`config.mk`:
```
export PLATFORM = sky130hd
export DESIGN_NAME = hid_six_key_report_tracker_unit
export DESIGN_NICKNAME = d
export VERILOG_FILES = /design/src/hskrt_pkg.sv /design/src/hskrt_req_reg.sv /design/src/hskrt_core.sv /design/src/hskrt_rsp_reg.sv /design/src/hid_six_key_report_tracker_unit.sv
export SDC_FILE = /design/constraint.sdc
export NUM_CORES = 1
export LEC_CHECK = 0
export ABC_AREA = 1
export BUFFER_PORTS_ARGS = -buffer_cell sky130_fd_sc_hd__clkbuf_2
export CAP_MARGIN = 5
export CELL_PAD_IN_SITES_DETAIL_PLACEMENT = 0
export CELL_PAD_IN_SITES_GLOBAL_PLACEMENT = 1
export CORE_MARGIN = 2
export CORE_UTILIZATION = 39
export CTS_CLUSTER_SIZE = 14
export DETAILED_ROUTE_END_ITERATION = 12
export GPL_ROUTABILITY_DRIVEN = 0
export GPL_TIMING_DRIVEN = 0
export PLACE_DENSITY = 0.74
export SLEW_MARGIN = 40
export SYNTH_ARGS = -nofsm -noshare
export SYNTH_HDL_FRONTEND = slang
export SYNTH_SLANG_ARGS = --single-unit
```
`constraint.sdc`:
```
create_clock -name clock -period 4.9 [get_ports clock]
set_clock_uncertainty 0.05 [all_clocks]
set_input_delay 0.245 -clock clock [delete_from_list [all_inputs] [get_ports clock]]
set_output_delay 0.245 -clock clock [all_outputs]
set_load 0.05 [all_outputs]
```
`src/hskrt_pkg.sv`:
```
// shared types and constants for the six-key report tracker
package hskrt_pkg;

   typedef enum logic [1:0] {
      OP_PRESS       = 2'd0,
      OP_RELEASE     = 2'd1,
      OP_RELEASE_ALL = 2'd2,
      OP_UNUSED      = 2'd3
   } op_type;

   localparam int unsigned REPORT_KEYS = 6;
   localparam logic [4:0] MOD_CODE_HIGH = 5'b11100;
   localparam logic [7:0] SHIFT_MASK = 8'h22;
   localparam logic [7:0] EMPTY_SLOT = 8'h00;

   typedef struct packed {
      logic       valid;
      op_type     operation;
      logic [7:0] key_code;
      logic       mask_shift;
   } req_type;

   typedef struct packed {
      logic                             valid;
      logic [7:0]                       modifiers;
      logic [REPORT_KEYS-1:0][7:0]      keys;
   } rsp_type;

endpackage

```
`src/hskrt_req_reg.sv`:
```
// input register for accepted transactions
module hskrt_req_reg (
   input  logic                clock,
   input  logic                reset,
   input  logic                accept,
   input  logic [1:0]          operation,
   input  logic [7:0]          key_code,
   input  logic                mask_shift,
   output hskrt_pkg::req_type  req
);
   import hskrt_pkg::*;

   logic       valid_ff, valid_in;
   op_type     op_ff;
   logic [7:0] code_ff;
   logic       supp_ff;

   assign valid_in = accept;

   always_ff @(posedge clock) begin
      if (reset) begin
         valid_ff <= 1'b0;
      end else begin
         valid_ff <= valid_in;
      end
   end

   always_ff @(posedge clock) begin
      if (accept) begin
         op_ff   <= op_type'(operation);
         code_ff <= key_code;
         supp_ff <= mask_shift;
      end
   end

   always_comb begin
      req.valid      = valid_ff;
      req.operation  = op_ff;
      req.key_code   = code_ff;
      req.mask_shift = supp_ff;
   end

endmodule

```
`src/hskrt_core.sv`:
```
// report state registers and single-pass update logic
module hskrt_core #(
   parameter int unsigned KEY_SLOTS = 6
) (
   input  logic                clock,
   input  logic                reset,
   input  hskrt_pkg::req_type  req,
   output hskrt_pkg::rsp_type  rsp_next
);
   import hskrt_pkg::*;

   logic [7:0] mods_ff, mods_in;
   logic [7:0] slots_ff [KEY_SLOTS];
   logic [7:0] slots_in [KEY_SLOTS];

   logic [KEY_SLOTS-1:0] match_vec, free_vec, match_first, free_first;
   logic                 is_mod, changed;
   logic [7:0]           mod_bit;
   logic [REPORT_KEYS-1:0][7:0] keys_w;

   always_comb begin
      for (int i = 0; i < KEY_SLOTS; i++) begin
         match_vec[i] = (slots_ff[i] == req.key_code);
         free_vec[i]  = (slots_ff[i] == EMPTY_SLOT);
      end
   end

   assign match_first = match_vec & (~match_vec + KEY_SLOTS'(1));
   assign free_first  = free_vec & (~free_vec + KEY_SLOTS'(1));
   assign is_mod      = (req.key_code[7:3] == MOD_CODE_HIGH);
   assign mod_bit     = 8'h01 << req.key_code[2:0];

   always_comb begin
      mods_in = mods_ff;
      for (int i = 0; i < KEY_SLOTS; i++) begin
         slots_in[i] = slots_ff[i];
      end
      changed = 1'b0;
      if (req.valid) begin
         unique case (req.operation)
            OP_RELEASE_ALL: begin
               changed = 1'b1;
               mods_in = 8'h00;
               for (int i = 0; i < KEY_SLOTS; i++) begin
                  slots_in[i] = EMPTY_SLOT;
               end
            end
            OP_PRESS: begin
               if (req.key_code != EMPTY_SLOT) begin
                  if (is_mod) begin
                     changed = ((mods_ff & mod_bit) == 8'h00);
                     mods_in = mods_ff | mod_bit;
                  end else if (!(|match_vec) && (|free_vec)) begin
                     changed = 1'b1;
                     for (int i = 0; i < KEY_SLOTS; i++) begin
                        if (free_first[i]) begin
                           slots_in[i] = req.key_code;
                        end
                     end
                  end
               end
            end
            OP_RELEASE: begin
               if (req.key_code != EMPTY_SLOT) begin
                  if (is_mod) begin
                     changed = ((mods_ff & mod_bit) != 8'h00);
                     mods_in = mods_ff & ~mod_bit;
                  end else if (|match_vec) begin
                     changed = 1'b1;
                     for (int i = 0; i < KEY_SLOTS; i++) begin
                        if (match_first[i]) begin
                           slots_in[i] = EMPTY_SLOT;
                        end
                     end
                  end
               end
            end
            default: begin
               changed = 1'b0;
            end
         endcase
      end
   end

   always_ff @(posedge clock) begin
      if (reset) begin
         mods_ff <= 8'h00;
         for (int i = 0; i < KEY_SLOTS; i++) begin
            slots_ff[i] <= EMPTY_SLOT;
         end
      end else begin
         mods_ff <= mods_in;
         for (int i = 0; i < KEY_SLOTS; i++) begin
            slots_ff[i] <= slots_in[i];
         end
      end
   end

   for (genvar j = 0; j < REPORT_KEYS; j++) begin : g_keys
      if (j < KEY_SLOTS) begin : g_slot
         assign keys_w[j] = slots_in[j];
      end else begin : g_none
         assign keys_w[j] = EMPTY_SLOT;
      end
   end

   always_comb begin
      rsp_next.valid     = changed;
      rsp_next.modifiers = req.mask_shift ? (mods_in & ~SHIFT_MASK) : mods_in;
      rsp_next.keys      = keys_w;
   end

endmodule

```
`src/hskrt_rsp_reg.sv`:
```
// result register driving the strobed report
module hskrt_rsp_reg (
   input  logic                clock,
   input  logic                reset,
   input  hskrt_pkg::rsp_type  rsp_next,
   output hskrt_pkg::rsp_type  rsp
);
   import hskrt_pkg::*;

   logic                        valid_ff, valid_in;
   logic [7:0]                  mods_ff;
   logic [REPORT_KEYS-1:0][7:0] keys_ff;

   assign valid_in = rsp_next.valid;

   always_ff @(posedge clock) begin
      if (reset) begin
         valid_ff <= 1'b0;
      end else begin
         valid_ff <= valid_in;
      end
   end

   always_ff @(posedge clock) begin
      if (valid_in) begin
         mods_ff <= rsp_next.modifiers;
         keys_ff <= rsp_next.keys;
      end
   end

   always_comb begin
      rsp.valid     = valid_ff;
      rsp.modifiers = mods_ff;
      rsp.keys      = keys_ff;
   end

endmodule

```
`src/hid_six_key_report_tracker_unit.sv`:
```
// top level of the six-key boot keyboard report tracker
// each report is registered in the input register and then in the result register
// throughput: one transaction per cycle; busy stays low, the state updates each cycle
// the receiver cannot stall: each report is on the rsp_ ports for exactly one cycle
// reset (synchronous, active high) clears the modifiers, all key slots and both valid stages
module hid_six_key_report_tracker_unit #(
   parameter int unsigned KEY_SLOTS = 6
) (
   input  logic       clock,
   input  logic       reset,
   input  logic       start,
   output logic       busy,
   input  logic [1:0] req_operation,
   input  logic [7:0] req_key_code,
   input  logic       req_mask_shift,
   output logic       rsp_strobe,
   output logic [7:0] rsp_report_modifiers,
   output logic [7:0] rsp_report_key0,
   output logic [7:0] rsp_report_key1,
   output logic [7:0] rsp_report_key2,
   output logic [7:0] rsp_report_key3,
   output logic [7:0] rsp_report_key4,
   output logic [7:0] rsp_report_key5
);
   import hskrt_pkg::*;

   req_type req;
   rsp_type rsp_next, rsp;
   logic    accept;

   assign busy   = 1'b0;
   assign accept = start & ~busy;

   hskrt_req_reg u_req_reg (
      .clock      (clock),
      .reset      (reset),
      .accept     (accept),
      .operation  (req_operation),
      .key_code   (req_key_code),
      .mask_shift (req_mask_shift),
      .req        (req)
   );

   hskrt_core #(
      .KEY_SLOTS (KEY_SLOTS)
   ) u_core (
      .clock    (clock),
      .reset    (reset),
      .req      (req),
      .rsp_next (rsp_next)
   );

   hskrt_rsp_reg u_rsp_reg (
      .clock    (clock),
      .reset    (reset),
      .rsp_next (rsp_next),
      .rsp      (rsp)
   );

   assign rsp_strobe           = rsp.valid;
   assign rsp_report_modifiers = rsp.modifiers;
   assign rsp_report_key0      = rsp.keys[0];
   assign rsp_report_key1      = rsp.keys[1];
   assign rsp_report_key2      = rsp.keys[2];
   assign rsp_report_key3      = rsp.keys[3];
   assign rsp_report_key4      = rsp.keys[4];
   assign rsp_report_key5      = rsp.keys[5];

endmodule

```
==> results.json <==
{
  "cts_root_buffer": "clkbuf_16",
  "drtIter0Drc": 516,
  "timing.final.crit_period_ps": 3860,
  "crit_fanout": 18,
  "multiInputGateArea_mm2": 0.00307,
  "io_buffers": 69,
  "finalSetupViolCount": 0,
  "timing_worst_setup_path_type": "reg -> reg",
  "clk_latency_ps": 430,
  "grt_max_degree": 19,
  "slew_viol_final": 0,
  "antenna_found_initial": 0,
  "ys_ff_latch": 125,
  "fmax_mhz": 259,
  "grt_pass1_wl_um": 32800,
  "netlist_area_mm2": 0.00686,
  "clk_pin_slew_ps": 60,
  "worstPathCellList": "clkbuf_1 > inv_1 > nor2_1 > nor2_2 > inv_1 > clkbuf_1 > nand2_1 > a21oi_4 > buf_8 > buf_8",
  "initial_core_util": 0.398,
  "io_pins": 72,
  "instances_no_fill": 1250,
  "power_density_mw_per_mm2": 371,
  "slowest_delay_ps": 560,
  "postLayoutSetupSlackWorst_ps": 1040,
  "numPlacedInstances": 1207,
  "ys_seq_area_frac": 0.462,
  "drc": 0,
  "synth_nets": 923,
  "wl_per_cell_um": 17.2,
  "dieArea_mm2": 0.0187,
  "fin_util": 0.479,
  "maxCapViolCount": 0,
  "track_usage": 0.240,
  "cts-buffers-inserted": 17,
  "core_mm2": 0.0172,
  "endpoint_kind": "flip-flop",
  "ys_async_sr_fraction": 0,
  "synth-edff-count": 67,
  "worst_pin_slew_ps": 827,
  "post_dp_cell_area_mm2": 0.00756,
  "cts_setup_buffers": 0,
  "slew_headroom": 0.449,
  "htreeDepth": 4,
  "synthFlopType": "edfxtp_1",
  "grt_overflow": 0,
  "antenna_cells": 0,
  "place_hpwl_um": 15200,
  "cp.arrival_ps": 3930,
  "rsz0062_at_grt": "no",
  "finalInstanceArea_mm2": 0.00825,
  "first_pass_iters": 6,
  "hold_path_class": "in -> reg",
  "register_area_mm2": 0.00317,
  "final_cell_mix": "nand2_1 (264), nor2_1 (117), inv_1 (88), clkbuf_2 (69), edfxtp_1 (67)",
  "layout-drive-gt1-share": 0.156,
  "cp_top_family": "buffers and inverters",
  "clockBufferDepth": 2,
  "clock_sinks": 125,
  "routed_wl_um": 21600,
  "num_vias": 6362,
  "vias_per_cell": 5.09,
  "yosys_warnings": 0,
  "critPathRequiredTime_ps": 4980,
  "critPathBufInv": 6,
  "crit_path_top_delay_cell": "clkbuf_1",
  "nets": 1026,
  "dieWidth_um": 137,
  "fp.dieH_um": 137,
  "synth_cells": 909,
  "ys_types": 38,
  "status": "finished clean",
  "post-route-period-util": 0.787,
  "fill_cells": 1728,
  "ir_drop_mv": 0.268,
  "grt_pass1_vias": 5862,
  "rows": 48,
  "syn_area_per_cell_um2": 7.55,
  "total_leakage_power_nw": 3.73,
  "critPathLaunchType": "flip-flop",
  "ant_nets": 0,
  "layout_commonest_cell": "nand2_1",
  "place_ws_ps": 1120,
  "area_delta_synth_final_pct": 20.3,
  "tns_ps": 0,
  "hold_viol_final": 0,
  "cts_tree": "yes"
}
==> layout make-up <==
cell class	instances	area share
sequential	125	0.384
clock buffer	25	0.0600
tap	225	0.0341
buffer	41	0.0317
clock inverter	7	0.0106
multi-input combinational	645	0.372
inverter	98	0.0449
timing repair buffer	84	0.0625
==> state kept, by name, summed over array words and instances (netlist names) <==
register,flops
u_core.mods_ff,8
u_req_reg.valid_ff,1
u_req_reg.supp_ff,1
u_rsp_reg.rsp,48
u_req_reg.code_ff,8
u_core.slots_ff,48
u_req_reg.op_ff,2
u_rsp_reg.valid_ff,1
u_rsp_reg.mods_ff,8
==> metal layers <==
| layer | vias to the layer above | track usage | routed length [um] |
|---|---|---|---|
| met1 | 2948 | 0.322 | 9740 |
| met5 | - | 0 | 0 |
| met3 | 43 | 0.0385 | 1220 |
| met4 | 0 | 0.0972 | 633 |
| met2 | 221 | 0.386 | 9960 |
| li1 | 3150 | - | - |
==> metrics by stage <==
step	hold WS, ps	total power [W]
6_report	153	0.00307
2_1_floorplan	294	0.00164
3_3_place_gp	373	0.00180
5_1_grt	198	0.00318
3_5_place_dp	374	0.00181
4_1_cts	156	0.00308
==> where the power goes <==
group          internal, W  leakage (nW)  switching [W]
Combinational     0.000166          2.33       0.000433
Sequential         0.00117          1.11      0.0000327
Clock             0.000799         0.287       0.000470
==> worst paths after layout <==
check | slack (ps) | from | cells past startpoint | to
max reg2reg | 1040 | u_req_reg.valid_ff$_SDFF_PP0_ | 10 | u_rsp_reg.rsp[23]$_DFFE_PP_
min | 150 | start | 3 | u_req_reg.valid_ff$_SDFF_PP0_
max | 1040 | u_req_reg.valid_ff$_SDFF_PP0_ | 10 | u_rsp_reg.rsp[23]$_DFFE_PP_
min reg2reg | 440 | u_core.mods_ff[6]$_SDFF_PP0_ | 2 | u_core.mods_ff[6]$_SDFF_PP0_
==> worst register-to-register path, delay by kind of cell (launching register included) <==
family / cells / cell delay [ps]
buffers and inverters: 6 / 1890
AO/OA/AOI/OAI: 1 / 360
flip-flops: 1 / 310
AND/OR/NAND/NOR: 3 / 940
==> synthesized netlist by cell type, types with 2 or more instances <==
| master | number | share of area |
|---|---|---|
| a21oi_1 | 38 | 0.028 |
| a21oi_2 | 3 | 0.0038 |
| a22oi_1 | 2 | 0.0022 |
| a31oi_1 | 12 | 0.011 |
| buf_2 | 5 | 0.0036 |
| buf_4 | 6 | 0.0066 |
| buf_6 | 9 | 0.015 |
| clkbuf_1 | 20 | 0.011 |
| dfxtp_1 | 58 | 0.17 |
| edfxtp_1 | 67 | 0.29 |
| inv_1 | 88 | 0.048 |
| inv_2 | 9 | 0.0049 |
| nand2_1 | 264 | 0.14 |
| nand2_2 | 4 | 0.0036 |
| nand2_4 | 2 | 0.0033 |
| nand3_1 | 61 | 0.044 |
| nand4_1 | 22 | 0.020 |
| nor2_1 | 117 | 0.064 |
| nor2_2 | 8 | 0.0073 |
| nor2_4 | 3 | 0.0049 |
| nor2_8 | 2 | 0.0058 |
| nor3_1 | 5 | 0.0036 |
| o211ai_1 | 5 | 0.0055 |
| o21ai_0 | 45 | 0.033 |
| o21ai_1 | 8 | 0.0058 |
| or2_2 | 2 | 0.0018 |
| xnor2_1 | 22 | 0.028 |
| xor2_1 | 12 | 0.015 |
==> what timing repair did <==
item                                   CTS  global route
endpoints found under the hold margin   11             0
hold buffers                            11             0
gates resized for setup                  0             0
==> kinds of logic (layout without fill, tap and decap cells) <==
| family | count (synthesis) | count (layout) | share of synthesized area |
|---|---|---|---|
| other | 1 | 1 | 0.000546 |
| buffers and inverters | 139 | 255 | 0.0921 |
| and+or+nand+nor | 493 | 493 | 0.308 |
| AOI/OAI and AO/OA | 117 | 117 | 0.0933 |
| xor gates and xnor gates | 34 | 34 | 0.0434 |
| DFF | 125 | 125 | 0.462 |
Power figures use the tool's default switching activity.
